$ cat src/hw/rtl/lkv_pkg.sv
// Shared types and constants for the LRU key-value cache.
package lkv_pkg;

	// Field widths fixed by the request and result words
	localparam int KEY_BITS   = 32;
	localparam int VALUE_BITS = 32;
	localparam int CAP_BITS   = 5;

	// Capacity after reset
	localparam logic [CAP_BITS-1:0] CAP_RESET = 5'd16;

	// Request modes
	localparam logic MODE_GET = 1'b0;
	localparam logic MODE_PUT = 1'b1;

	// Value returned by a get that misses
	localparam logic signed [VALUE_BITS-1:0] MISS_VALUE = '1;

	// Request word
	typedef struct packed {
		logic                          mode;
		logic signed [KEY_BITS-1:0]    lookup_key;
		logic signed [VALUE_BITS-1:0]  store_value;
	} req_t;

	// Result word
	typedef struct packed {
		logic                          hit;
		logic signed [VALUE_BITS-1:0]  read_value;
		logic                          evicted;
	} rsp_t;

	// Commands from the controller to the datapath
	typedef struct packed {
		logic load;
		logic match;
		logic apply;
	} cmd_t;

	// Controller states
	typedef enum logic [2:0] {
		ST_IDLE  = 3'b001,
		ST_MATCH = 3'b010,
		ST_APPLY = 3'b100
	} state_t;

endpackage

$ cat src/hw/rtl/lkv_ctrl.sv
// Sequencing controller for the LRU key-value cache.
module lkv_ctrl (
	input  logic          clk,
	input  logic          arst_n,
	input  logic          start,
	output logic          busy,
	output lkv_pkg::cmd_t cmd
);

	lkv_pkg::state_t state_q;
	lkv_pkg::state_t state_d;

	// Step idle -> match -> apply -> idle
	always_comb begin
		state_d = state_q;
		unique case (state_q)
			lkv_pkg::ST_IDLE: begin
				if (start) state_d = lkv_pkg::ST_MATCH;
			end
			lkv_pkg::ST_MATCH: begin
				state_d = lkv_pkg::ST_APPLY;
			end
			lkv_pkg::ST_APPLY: begin
				state_d = lkv_pkg::ST_IDLE;
			end
			default: begin
				state_d = lkv_pkg::ST_IDLE;
			end
		endcase
	end

	always_ff @(posedge clk or negedge arst_n) begin
		if (!arst_n) begin
			state_q <= lkv_pkg::ST_IDLE;
		end else begin
			state_q <= state_d;
		end
	end

	// Drive datapath commands
	assign busy      = (state_q != lkv_pkg::ST_IDLE);
	assign cmd.load  = (state_q == lkv_pkg::ST_IDLE) && start;
	assign cmd.match = (state_q == lkv_pkg::ST_MATCH);
	assign cmd.apply = (state_q == lkv_pkg::ST_APPLY);

	a_accept_to_match: assert property (@(posedge clk) disable iff (!arst_n)
		start && !busy |=> state_q == lkv_pkg::ST_MATCH)
		else $error("accepted word did not enter match");

	a_match_to_apply: assert property (@(posedge clk) disable iff (!arst_n)
		state_q == lkv_pkg::ST_MATCH |=> state_q == lkv_pkg::ST_APPLY)
		else $error("match not followed by apply");

	a_one_command: assert property (@(posedge clk) disable iff (!arst_n)
		$onehot0({cmd.load, cmd.match, cmd.apply}))
		else $error("more than one datapath command at once");

endmodule

$ cat src/hw/rtl/lkv_datapath.sv
// Key store, value memory, recency ranks and result register of the LRU cache.
module lkv_datapath #(
	parameter int MAX_ENTRIES = 16
) (
	input  logic                              clk,
	input  logic                              arst_n,
	input  lkv_pkg::cmd_t                     cmd,
	input  lkv_pkg::req_t                     req,
	input  logic                              cfg_we,
	input  logic [lkv_pkg::CAP_BITS-1:0]      cfg_wdata,
	output logic                              done,
	output lkv_pkg::rsp_t                     rsp
);

	localparam int IDX_W  = (MAX_ENTRIES > 1) ? $clog2(MAX_ENTRIES) : 1;
	localparam int RANK_W = IDX_W;
	localparam int CNT_W  = $clog2(MAX_ENTRIES + 1);
	localparam int CMP_W  = (CNT_W > lkv_pkg::CAP_BITS) ? CNT_W : lkv_pkg::CAP_BITS;
	localparam logic [CMP_W-1:0] MAX_CMP = CMP_W'(MAX_ENTRIES);

	// Lowest set bit of a vector
	function automatic logic [IDX_W-1:0] first_set(input logic [MAX_ENTRIES-1:0] vec);
		logic [IDX_W-1:0] idx;
		idx = '0;
		for (int i = MAX_ENTRIES - 1; i >= 0; i--) begin
			if (vec[i]) idx = IDX_W'(i);
		end
		return idx;
	endfunction

	// Stored state
	logic [MAX_ENTRIES-1:0]               valid_q;
	logic [lkv_pkg::KEY_BITS-1:0]         key_q   [MAX_ENTRIES];
	logic [RANK_W-1:0]                    rank_q  [MAX_ENTRIES];
	logic [lkv_pkg::VALUE_BITS-1:0]       value_mem [MAX_ENTRIES];
	logic [CNT_W-1:0]                     count_q;
	logic [lkv_pkg::CAP_BITS-1:0]         cap_q;
	lkv_pkg::req_t                        req_q;

	// Match stage results
	logic                                 hit_s1;
	logic [IDX_W-1:0]                     found_idx_s1;
	logic [RANK_W-1:0]                    found_rank_s1;
	logic [IDX_W-1:0]                     slot_idx_s1;
	logic                                 evict_s1;
	logic [MAX_ENTRIES-1:0]               victim_s1;
	logic [lkv_pkg::VALUE_BITS-1:0]       rd_data_s1;

	// Result register
	lkv_pkg::rsp_t                        rsp_q;
	logic                                 done_q;

	// Match logic
	logic [MAX_ENTRIES-1:0]               match_vec;
	logic [MAX_ENTRIES-1:0]               victim_vec;
	logic [MAX_ENTRIES-1:0]               free_vec;
	logic [IDX_W-1:0]                     found_idx;
	logic [RANK_W-1:0]                    oldest_rank;
	logic [CNT_W-1:0]                     count_m1;
	logic [CMP_W-1:0]                     cap_eff;
	logic [CMP_W-1:0]                     count_cmp;
	logic                                 need_evict;
	logic                                 evict;

	// Apply logic
	logic                                 is_put;
	logic                                 put_miss;
	logic [IDX_W-1:0]                     tgt_idx;
	logic [MAX_ENTRIES-1:0]               age_vec;
	logic [MAX_ENTRIES-1:0]               slot_onehot;

	// Clamp capacity to the range one .. MAX_ENTRIES
	always_comb begin
		cap_eff = CMP_W'(cap_q);
		if (cap_q == '0) cap_eff = CMP_W'(1);
		if (cap_eff > MAX_CMP) cap_eff = MAX_CMP;
	end

	// Compare all keys, locate the least recent entry and a free slot
	assign count_m1    = count_q - CNT_W'(1);
	assign oldest_rank = count_m1[RANK_W-1:0];
	assign count_cmp   = CMP_W'(count_q);
	assign need_evict  = (count_cmp >= cap_eff) && (count_q != '0);

	always_comb begin
		for (int i = 0; i < MAX_ENTRIES; i++) begin
			match_vec[i]  = valid_q[i] && (key_q[i] == req_q.lookup_key);
			victim_vec[i] = valid_q[i] && (rank_q[i] == oldest_rank);
		end
	end

	assign found_idx = first_set(match_vec);
	assign evict     = need_evict && (|victim_vec);
	assign free_vec  = ~valid_q | (evict ? victim_vec : '0);

	// Ranks age among entries touched by this word
	assign is_put   = (req_q.mode == lkv_pkg::MODE_PUT);
	assign put_miss = is_put && !hit_s1;
	assign tgt_idx  = hit_s1 ? found_idx_s1 : slot_idx_s1;

	always_comb begin
		for (int i = 0; i < MAX_ENTRIES; i++) begin
			slot_onehot[i] = (slot_idx_s1 == IDX_W'(i));
			age_vec[i] = valid_q[i] && (tgt_idx != IDX_W'(i)) &&
				(hit_s1 ? (rank_q[i] < found_rank_s1) : !victim_s1[i]);
		end
	end

	// Capture request and configuration
	always_ff @(posedge clk or negedge arst_n) begin
		if (!arst_n) begin
			cap_q <= lkv_pkg::CAP_RESET;
		end else if (cfg_we) begin
			cap_q <= cfg_wdata;
		end
	end

	always_ff @(posedge clk) begin
		if (cmd.load) req_q <= req;
	end

	// Hold match results for the apply step
	always_ff @(posedge clk) begin
		if (cmd.match) begin
			hit_s1        <= |match_vec;
			found_idx_s1  <= found_idx;
			found_rank_s1 <= rank_q[found_idx];
			slot_idx_s1   <= first_set(free_vec);
			evict_s1      <= evict;
			victim_s1     <= evict ? victim_vec : '0;
		end
	end

	// Value memory: read at match, write at apply
	always_ff @(posedge clk) begin
		if (cmd.match) rd_data_s1 <= value_mem[found_idx];
		if (cmd.apply && is_put) value_mem[tgt_idx] <= req_q.store_value;
	end

	// Key store
	always_ff @(posedge clk) begin
		if (cmd.apply && put_miss) key_q[slot_idx_s1] <= req_q.lookup_key;
	end

	// Valid bits, ranks and entry count
	always_ff @(posedge clk or negedge arst_n) begin
		if (!arst_n) begin
			valid_q <= '0;
			count_q <= '0;
			for (int i = 0; i < MAX_ENTRIES; i++) rank_q[i] <= '0;
		end else if (cmd.apply && (hit_s1 || is_put)) begin
			for (int i = 0; i < MAX_ENTRIES; i++) begin
				if (tgt_idx == IDX_W'(i)) begin
					rank_q[i] <= '0;
				end else if (age_vec[i]) begin
					rank_q[i] <= rank_q[i] + RANK_W'(1);
				end
			end
			if (put_miss) begin
				valid_q <= (valid_q & ~victim_s1) | slot_onehot;
				if (!evict_s1) count_q <= count_q + CNT_W'(1);
			end
		end
	end

	// Result word, shown for one cycle after apply
	always_ff @(posedge clk or negedge arst_n) begin
		if (!arst_n) begin
			done_q <= 1'b0;
		end else begin
			done_q <= cmd.apply;
		end
	end

	always_ff @(posedge clk) begin
		if (cmd.apply) begin
			rsp_q.hit     <= hit_s1;
			rsp_q.evicted <= put_miss && evict_s1;
			if (is_put) begin
				rsp_q.read_value <= '0;
			end else if (hit_s1) begin
				rsp_q.read_value <= rd_data_s1;
			end else begin
				rsp_q.read_value <= lkv_pkg::MISS_VALUE;
			end
		end
	end

	assign done = done_q;
	assign rsp  = rsp_q;

	a_count_matches_valid: assert property (@(posedge clk) disable iff (!arst_n)
		$countones(valid_q) == int'(count_q))
		else $error("entry count differs from number of valid entries");

	a_done_after_apply: assert property (@(posedge clk) disable iff (!arst_n)
		done_q |-> $past(cmd.apply))
		else $error("result strobe without an apply step");

	a_evict_is_put_miss: assert property (@(posedge clk) disable iff (!arst_n)
		done_q && rsp_q.evicted |-> !rsp_q.hit && rsp_q.read_value == '0)
		else $error("eviction reported outside a put miss");

endmodule

$ cat src/hw/rtl/lru_key_value_cache_top.sv
// Top level of the fully associative LRU key-value cache.
//
// Request channel: raise start with a word on req (mode, lookup_key,
// store_value). The word is taken at a clock edge where start is high and
// busy is low. busy stays high through the match and apply steps that follow.
// Result channel: done pulses for one cycle with the word on rsp (hit,
// read_value, evicted). The receiver cannot hold it off; take it then.
// Sequence: each word passes through the controller steps in order: the
// accepting cycle, then key compare and value memory read, then rank and
// store update, with the result register loaded at the end of the update
// and done raised with it. A new word is accepted in the cycle that shows
// the previous result; no new word is taken while busy is high.
// Configuration: cfg_we with cfg_wdata writes the capacity (0 acts as 1,
// values above MAX_ENTRIES act as MAX_ENTRIES); write it only while idle.
// Reset: arst_n clears all entries, the count and the ranks, and sets the
// capacity to 16. No clearing pass is needed.
module lru_key_value_cache_top #(
	parameter int MAX_ENTRIES = 16
) (
	input  logic                              clk,
	input  logic                              arst_n,
	input  logic                              start,
	output logic                              busy,
	input  lkv_pkg::req_t                     req,
	output logic                              done,
	output lkv_pkg::rsp_t                     rsp,
	input  logic                              cfg_we,
	input  logic [lkv_pkg::CAP_BITS-1:0]      cfg_wdata
);

	lkv_pkg::cmd_t cmd;

	lkv_ctrl u_ctrl (
		.clk    (clk),
		.arst_n (arst_n),
		.start  (start),
		.busy   (busy),
		.cmd    (cmd)
	);

	lkv_datapath #(
		.MAX_ENTRIES (MAX_ENTRIES)
	) u_datapath (
		.clk       (clk),
		.arst_n    (arst_n),
		.cmd       (cmd),
		.req       (req),
		.cfg_we    (cfg_we),
		.cfg_wdata (cfg_wdata),
		.done      (done),
		.rsp       (rsp)
	);

endmodule
$ cat config.mk
export PLATFORM = sky130hd
export DESIGN_NAME = lru_key_value_cache_top
export DESIGN_NICKNAME = d
export VERILOG_FILES = /design/src/hw/rtl/lkv_pkg.sv /design/src/hw/rtl/lkv_ctrl.sv /design/src/hw/rtl/lkv_datapath.sv /design/src/hw/rtl/lru_key_value_cache_top.sv
export SDC_FILE = /design/constraint.sdc
export NUM_CORES = 2
export LEC_CHECK = 0
export ABC_CLOCK_PERIOD_IN_PS = 7160
export BUFFER_PORTS_ARGS = -buffer_cell sky130_fd_sc_hd__buf_2
export CAP_MARGIN = 20
export CORE_UTILIZATION = 35
export CTS_BUF_LIST = sky130_fd_sc_hd__clkbuf_2 sky130_fd_sc_hd__clkbuf_4 sky130_fd_sc_hd__clkbuf_8
export DETAILED_ROUTE_END_ITERATION = 6
export GPL_ROUTABILITY_DRIVEN = 1
export RECOVER_POWER = 25
export REMOVE_ABC_BUFFERS = 1
export SETUP_SLACK_MARGIN = 0.15
export SLEW_MARGIN = 20
export SYNTH_ARGS = -nofsm -noshare
export SYNTH_HDL_FRONTEND = slang
export SYNTH_HIERARCHICAL = 1
export SYNTH_SLANG_ARGS = --single-unit
$ cat constraint.sdc
create_clock -name clk -period 7.16 [get_ports clk]
set_clock_uncertainty 0.15 [all_clocks]
set_input_delay 1.074 -clock clk [delete_from_list [all_inputs] [get_ports clk]]
set_output_delay 1.074 -clock clk [all_outputs]
set_load 0.02 [all_outputs]
# Word level (Yosys, flattened, before mapping)
# Memory sizes are Yosys's and may differ from the RTL's. A register that Yosys moved wholly into a read port is not among the register bits.
# Cells that the tools add are included.
# Widths: inputs -> output; s select.
[classes]
n_mux = 93
add_sub_neg = 18
bitwise_logic = 7
eq_ne = 82
magnitude_cmp = 19
reduce_logical = 134
[ops]
columns = ["op", "count"]
rows = [
  ["$eq 32x32->1", 16],
  ["$mux 4", 59],
  ["$logic_and 1x1->1", 72],
  ["$add 4x1->4 const B", 16],
  ["$eq 4x4->1", 16],
  ["$eq 4x4->1 const B", 16],
  ["$lt 4x4->1", 16],
  ["$reduce_and 2->1", 17],
  ["$eq 4x3->1 const B", 8],
  ["$mux 32", 1],
  ["$ne 4x4->1 const B", 8],
  ["$not 16->16", 2],
  ["$or 16x16->16", 2],
  ["$reduce_bool 2->1", 16],
  ["$reduce_or 16->1", 2],
  ["$mux 1", 21],
  ["$logic_not 1->1", 17],
  ["$and 16x16->16", 1],
  ["$bmux 4 s4", 1],
  ["$eq 4x2->1 const B", 4],
  ["$mux 16", 1],
  ["$ne 4x3->1 const B", 4],
  ["$mux 3", 5],
  ["$mux 5", 2],
  ["26 further kinds", 30],
]
[totals]
output_inout_bits = 36
mem_bits_rw = 1024
word_cells = 391
input_bits = 74
mem_count = 2
ff_bits = 223
[mem_list]
columns = ["name", "words", "width", "rd", "rd_ports_with_merged_regs", "write_ports", "line_no", "text"]
rows = [
  ["u_datapath.key_q", 16, 32, 16, 0, 1, "lkv_datapath.sv:33", "logic [lkv_pkg::KEY_BITS-1:0] key_q [MAX_ENTRIES];"],
  ["u_datapath.value_mem", 16, 32, 1, 1, 1, "lkv_datapath.sv:35", "logic [lkv_pkg::VALUE_BITS-1:0] value_mem [MAX_ENTRIES];"],
]

# Logic depth before layout (Yosys ltp)
[depth]
depth_word = 24
depth_mapped = 17
ltp_nobuf = 15

# Modules after synthesis
# The synthesis kept the hierarchy.
[by_module_without_submodules]
columns = ["mod", "instances", "area_per_inst_um2", "seq_area_each_um2", "cells_each"]
rows = [
  ["lkv_datapath", 1, 56065.0, 37862.6, 3765],
  ["lkv_ctrl", 1, 143.9, 76.3, 11],
]

# Worst setup path before layout
# OpenSTA, ideal clock, no wires.
[synth_path]
path_kind = "reg2reg"
startpoint = "register u_ctrl.state_q[2]"
endpoint = "memory u_datapath/value_mem[10][0] in the netlist's numbering (enable)"
period_less_slack_ps = 6895
t_arrival_ps = 6284
path_buffers = 0
required_time_ps = 6549
stages_incl_launch_ff = 4
setup_time_ps = 461
slack_ps = 265
cell_sequence = "dfrtp_1 > nor3b_1 > nand2_1 > nor3_1"
[synth_lines]
columns = ["item", "line_no", "text"]
rows = [
  ["from (decl)", "lkv_ctrl.sv:10", "lkv_pkg::state_t state_q;"],
  ["from (signal assigned)", "lkv_ctrl.sv:34", "state_q <= lkv_pkg::ST_IDLE;"],
  ["from (signal assigned)", "lkv_ctrl.sv:36", "state_q <= state_d;"],
  ["to (decl)", "lkv_datapath.sv:35", ""],
]

# Worst setup path in the final report
[layout_path]
startpoint = "register u_datapath/req_q[46] in the netlist's numbering"
endpoint = "register u_datapath.found_rank_s1[2] (data pin)"
[layout_via]
elab_chain_cells = 22
word_cells_on_any_way = 52
classes_between = "eq/ne (16); mux (19); bitwise (1); reduce/logical (16)"
[layout_lines]
columns = ["item", "line_no", "text"]
rows = [
  ["from (decl)", "lkv_datapath.sv:38", "lkv_pkg::req_t req_q;"],
  ["from (signal assigned)", "lkv_datapath.sv:119", "if (cmd.load) req_q <= req;"],
  ["$eq 32x32->1", "lkv_datapath.sv:87", "match_vec[i] = valid_q[i] && (key_q[i] == req_q.lookup_key);"],
  ["$logic_and 1x1->1", "lkv_datapath.sv:87", ""],
  ["$mux 4 (15 in a row)", "lkv_datapath.sv:26", "if (vec[i]) idx = IDX_W'(i);"],
  ["$mux 4 *", "lkv_datapath.sv:26", ""],
  ["$not 4->5 (implied by the code) *", "lkv_datapath.sv:127", "found_rank_s1 <= rank_q[found_idx];"],
  ["$bmux 4 s4 *", "lkv_datapath.sv:127", ""],
  ["$mux 4 (implied by the code) * (2 in a row)", "lkv_datapath.sv:127", ""],
  ["to (signal assigned)", "lkv_datapath.sv:127", ""],
  ["to (decl)", "lkv_datapath.sv:43", "logic [RANK_W-1:0] found_rank_s1;"],
]
# Every way passes the cells marked *; elsewhere a longest branch is shown, timed or not. The select of a mux whose other input is x is not followed.
# A chain may end at the register's enable or synchronous reset.

==> results.md <==
- Max cap viols: 1
- LEAKAGE: 22.33 nW
- Post-synth top area share: 63.31%
- Violated checks: max-capacitance violations, max-slew violations
- Area grow syn2layout: 14.38%
- VDD IR max: 171.4 uV
- Critical Path Start Type: flop
- Crit path kind: flop to flop
- Clock Root Buffer: clkbuf_8
- Tcrit/Tclk final: 84.97%
- WHS Path Cells: 1
- CTS tree: built
- Mapped Area: 56210 um^2
- Via density: 5.302
- Util after Layout: 40.46%
- Die Wd: 402.7 um
- Worst-skew pair later-pin latency: 960 ps
- Final Slew Violations: 17
- Endpoints failing hold: 0
- Placed insts: 5942
- Layout cells sized above 1: 17.40%
- Largest net degree at the start of global routing: 97
- Clock Path Buffers: 3
- GRT Residual Overflow: 0
- RSZ-0062 raised after global routing: false
- Num ports: 110
- Ys Warns: 6
- Leading area contributor after synthesis: edfxtp_1
- Rel. slew slack: -2.952%
- Status: finished, violations left
- CP endpoint kind: flop
- Wire length per cell: 24.24 um
- Setup TNS: 0 ps
- Final setup vio count: 0
- # clock sinks: 1279
- Number of cells on the worst reg-to-reg path: 13
- Async SR Flop Fraction: 7.349%
- Die H: 402.7 um
- Detailed Routing Iterations Pass 1: 5
- Detail Route Antenna Nets: 0
- Crit path launch: u_datapath/req_q[46]
- DPL Wire Length: 95.48 mm
- Post-route minimum period: 6084 ps
- Largest cells by area after synthesis: edfxtp_1 (63%), xor2_1 (6.6%), dfrtp_1 (4.1%)
- Worst Path Required: 7800 ps
- Top cells by count, synth: edfxtp_1 (1185), xor2_1 (425), nand2_1 (205), nor4_1 (165), xnor2_1 (152)
- Iter 0 DRT Violations: 3472
- CTS buffer count: 209
- Post-synthesis cell count: 3776
- Post-CTS Setup Bufs: 0
- Slew @ Worst Pin: 1544 ps
- Flops & latches, synth: 1279
- Critical Path AT: 6720 ps
- Post-synthesis area per instance: 14.89 um^2
- Number of synthesized flops with an enable pin: 1185
- Initial antenna violation count: 4
- First-pass GRT wire length: 223.6 mm
- Most frequent cell after synthesis: edfxtp_1
- Vias in the first global route: 33000
- Total GRT Usage: 18.68%
- Clock slew at reported path FFs: 60 ps
- PD cells: 276.7 nW/um^2
- Post-route DRC violation count: 0
- Dpl cell area: 60060 um^2
- Design area: 64290 um^2
- Pre-CTS setup slack: 1567 ps
- Core area: 158900 um^2
- Nets@finish: 4228
- Initial core utilization: 35.37%
- Final Wtd Congestion: 0.8818
- Synth unique cells: 73
- Routed vias: 33540
- Min-delay src: req[23]
- Total Wirelength: 153.3 mm
- Htree depth: 4
- Post-synthesis sequential area ratio: 67.50%
- IO Port Bufs: 109
- Worst min path class: input port to flop
- # rows: 146
- CP max FO: 48
- Non-filler cells, final: 6325
- Maximum clock rate: 0.1644 GHz
- Setup ws final: 1076 ps
- Full die area: 162200 um^2
- Most used DFF post-synth: edfxtp_1
- RR Startpoint: u_datapath/req_q[46]
## cells by family (layout without fill, tap and decap cells)
kind of cell             after synthesis  in the layout  synth area share [%]
XOR/XNOR                             599            599                 9.872
flip-flops                          1279           1279                 67.50
AO/OA/AOI/OAI                        404            404                 4.808
adder cells (fa/ha/maj)               72             72                 1.603
multiplexers                         229            229                 4.933
other                                  0              5                     0
AND/OR/NAND/NOR                      946            946                 9.193
buffers and inverters                247            719                 2.095
## layer usage
layer	routed length, um	track usage, %	vias up
li1	-	-	14980
met1	70480	26.85	17120
met2	69570	28.75	1194
met3	9344	3.121	243
met4	3913	5.977	0
met5	0	0	-
## where the power goes
group          leakage (nW)  total (mW)  internal (mW)  switching (mW)
sequential             12.0        9.10           8.69           0.402
combinational          8.10        2.20          0.694            1.51
clock                  2.26        6.50           3.43            3.07
total                  22.3        17.8           12.8            4.98
## what timing repair did
action,CTS,global route
gates resized for setup,0,0
hold endpoints to repair,38,0
hold buffers,1,0
## registers in the layout, summed over array words and instances (netlist names), 3 cells and up
register,flops
u_datapath/found_idx_s1,4
u_datapath/count_cmp,5
u_datapath/valid_q,16
u_datapath/cap_q,5
u_datapath/rd_data_s1,32
u_datapath/slot_idx_s1,4
u_datapath/rsp,34
u_datapath/key_q,512
u_datapath/found_rank_s1,4
u_ctrl/state_q,3
u_datapath/req_q,64
u_datapath/rank_q,64
u_datapath/value_mem,512
u_datapath/victim_s1,16
## worst paths after layout
path / slack [ps] / to
min reg2reg: 380 / u_datapath/cap_q[0]
max: 1080 / u_datapath/found_rank_s1[2]
min: 140 / u_datapath/req_q[23]
min in group asynchronous: 510 / u_datapath/cap_q[3]
max reg2reg: 1080 / u_datapath/found_rank_s1[2]
max in group asynchronous: 5060 / u_datapath/rank_q[39]
## layout make-up
cell class / count / area [um^2]
timing repair buffer: 268 / 1851
tap: 2072 / 2592
antenna: 5 / 12.51
clock buffer: 293 / 3538
clock inverter: 84 / 721.9
multi-input combinational: 2250 / 17360
sequential: 1279 / 37940
inverter: 74 / 277.8
fill: 14560 / 94630
## critical path, stage by stage, from the launching register on
cell	delay [ps]
edfxtp_1	350
clkbuf_1	1120
xor2_1	290
nor4_1	390
nand4_1	170
nor4_1	790
a21o_1	250
a2111oi_0	180
nor3_1	420
a21o_4	700
buf_4	480
a211oi_1	80
o21ai_1	280
and3_1	200
## through the flow
stage / hold WS (ps) / power (mW)
3_5_place_dp: 360.5 / 11.44
5_1_grt: 64.83 / 18.41
3_3_place_gp: 352.3 / 11.41
4_1_cts: 30.85 / 17.94
6_report: 139.9 / 17.79
2_1_floorplan: 312.6 / 10.29
## layout by cell type, fill, tap and decap left out, drive strengths merged, types with 11 or more instances in the layout
cell type	netlist	final
nor2	111	111
nand4b	15	15
a211oi	58	58
xnor3	22	22
or4	12	12
edfxtp	1185	1185
ha	72	72
nand2	205	205
or3	16	16
and3	34	34
mux2i	133	133
inv	74	85
nor4	166	166
o211ai	19	19
a21oi	65	65
nand4	92	92
a221oi	16	16
nor2b	66	66
xnor2	152	152
o21ai	82	82
a21o	54	54
nand2b	45	45
o22ai	19	19
clkbuf	61	316
nor4b	11	11
buf	112	244
dfrtp	92	92
mux4	32	32
nor3	53	53
nand3	65	65
a22oi	45	45
mux2	64	64
xor2	425	425
clkinv	0	66
Note: power is estimated with default switching activity, not from simulation.
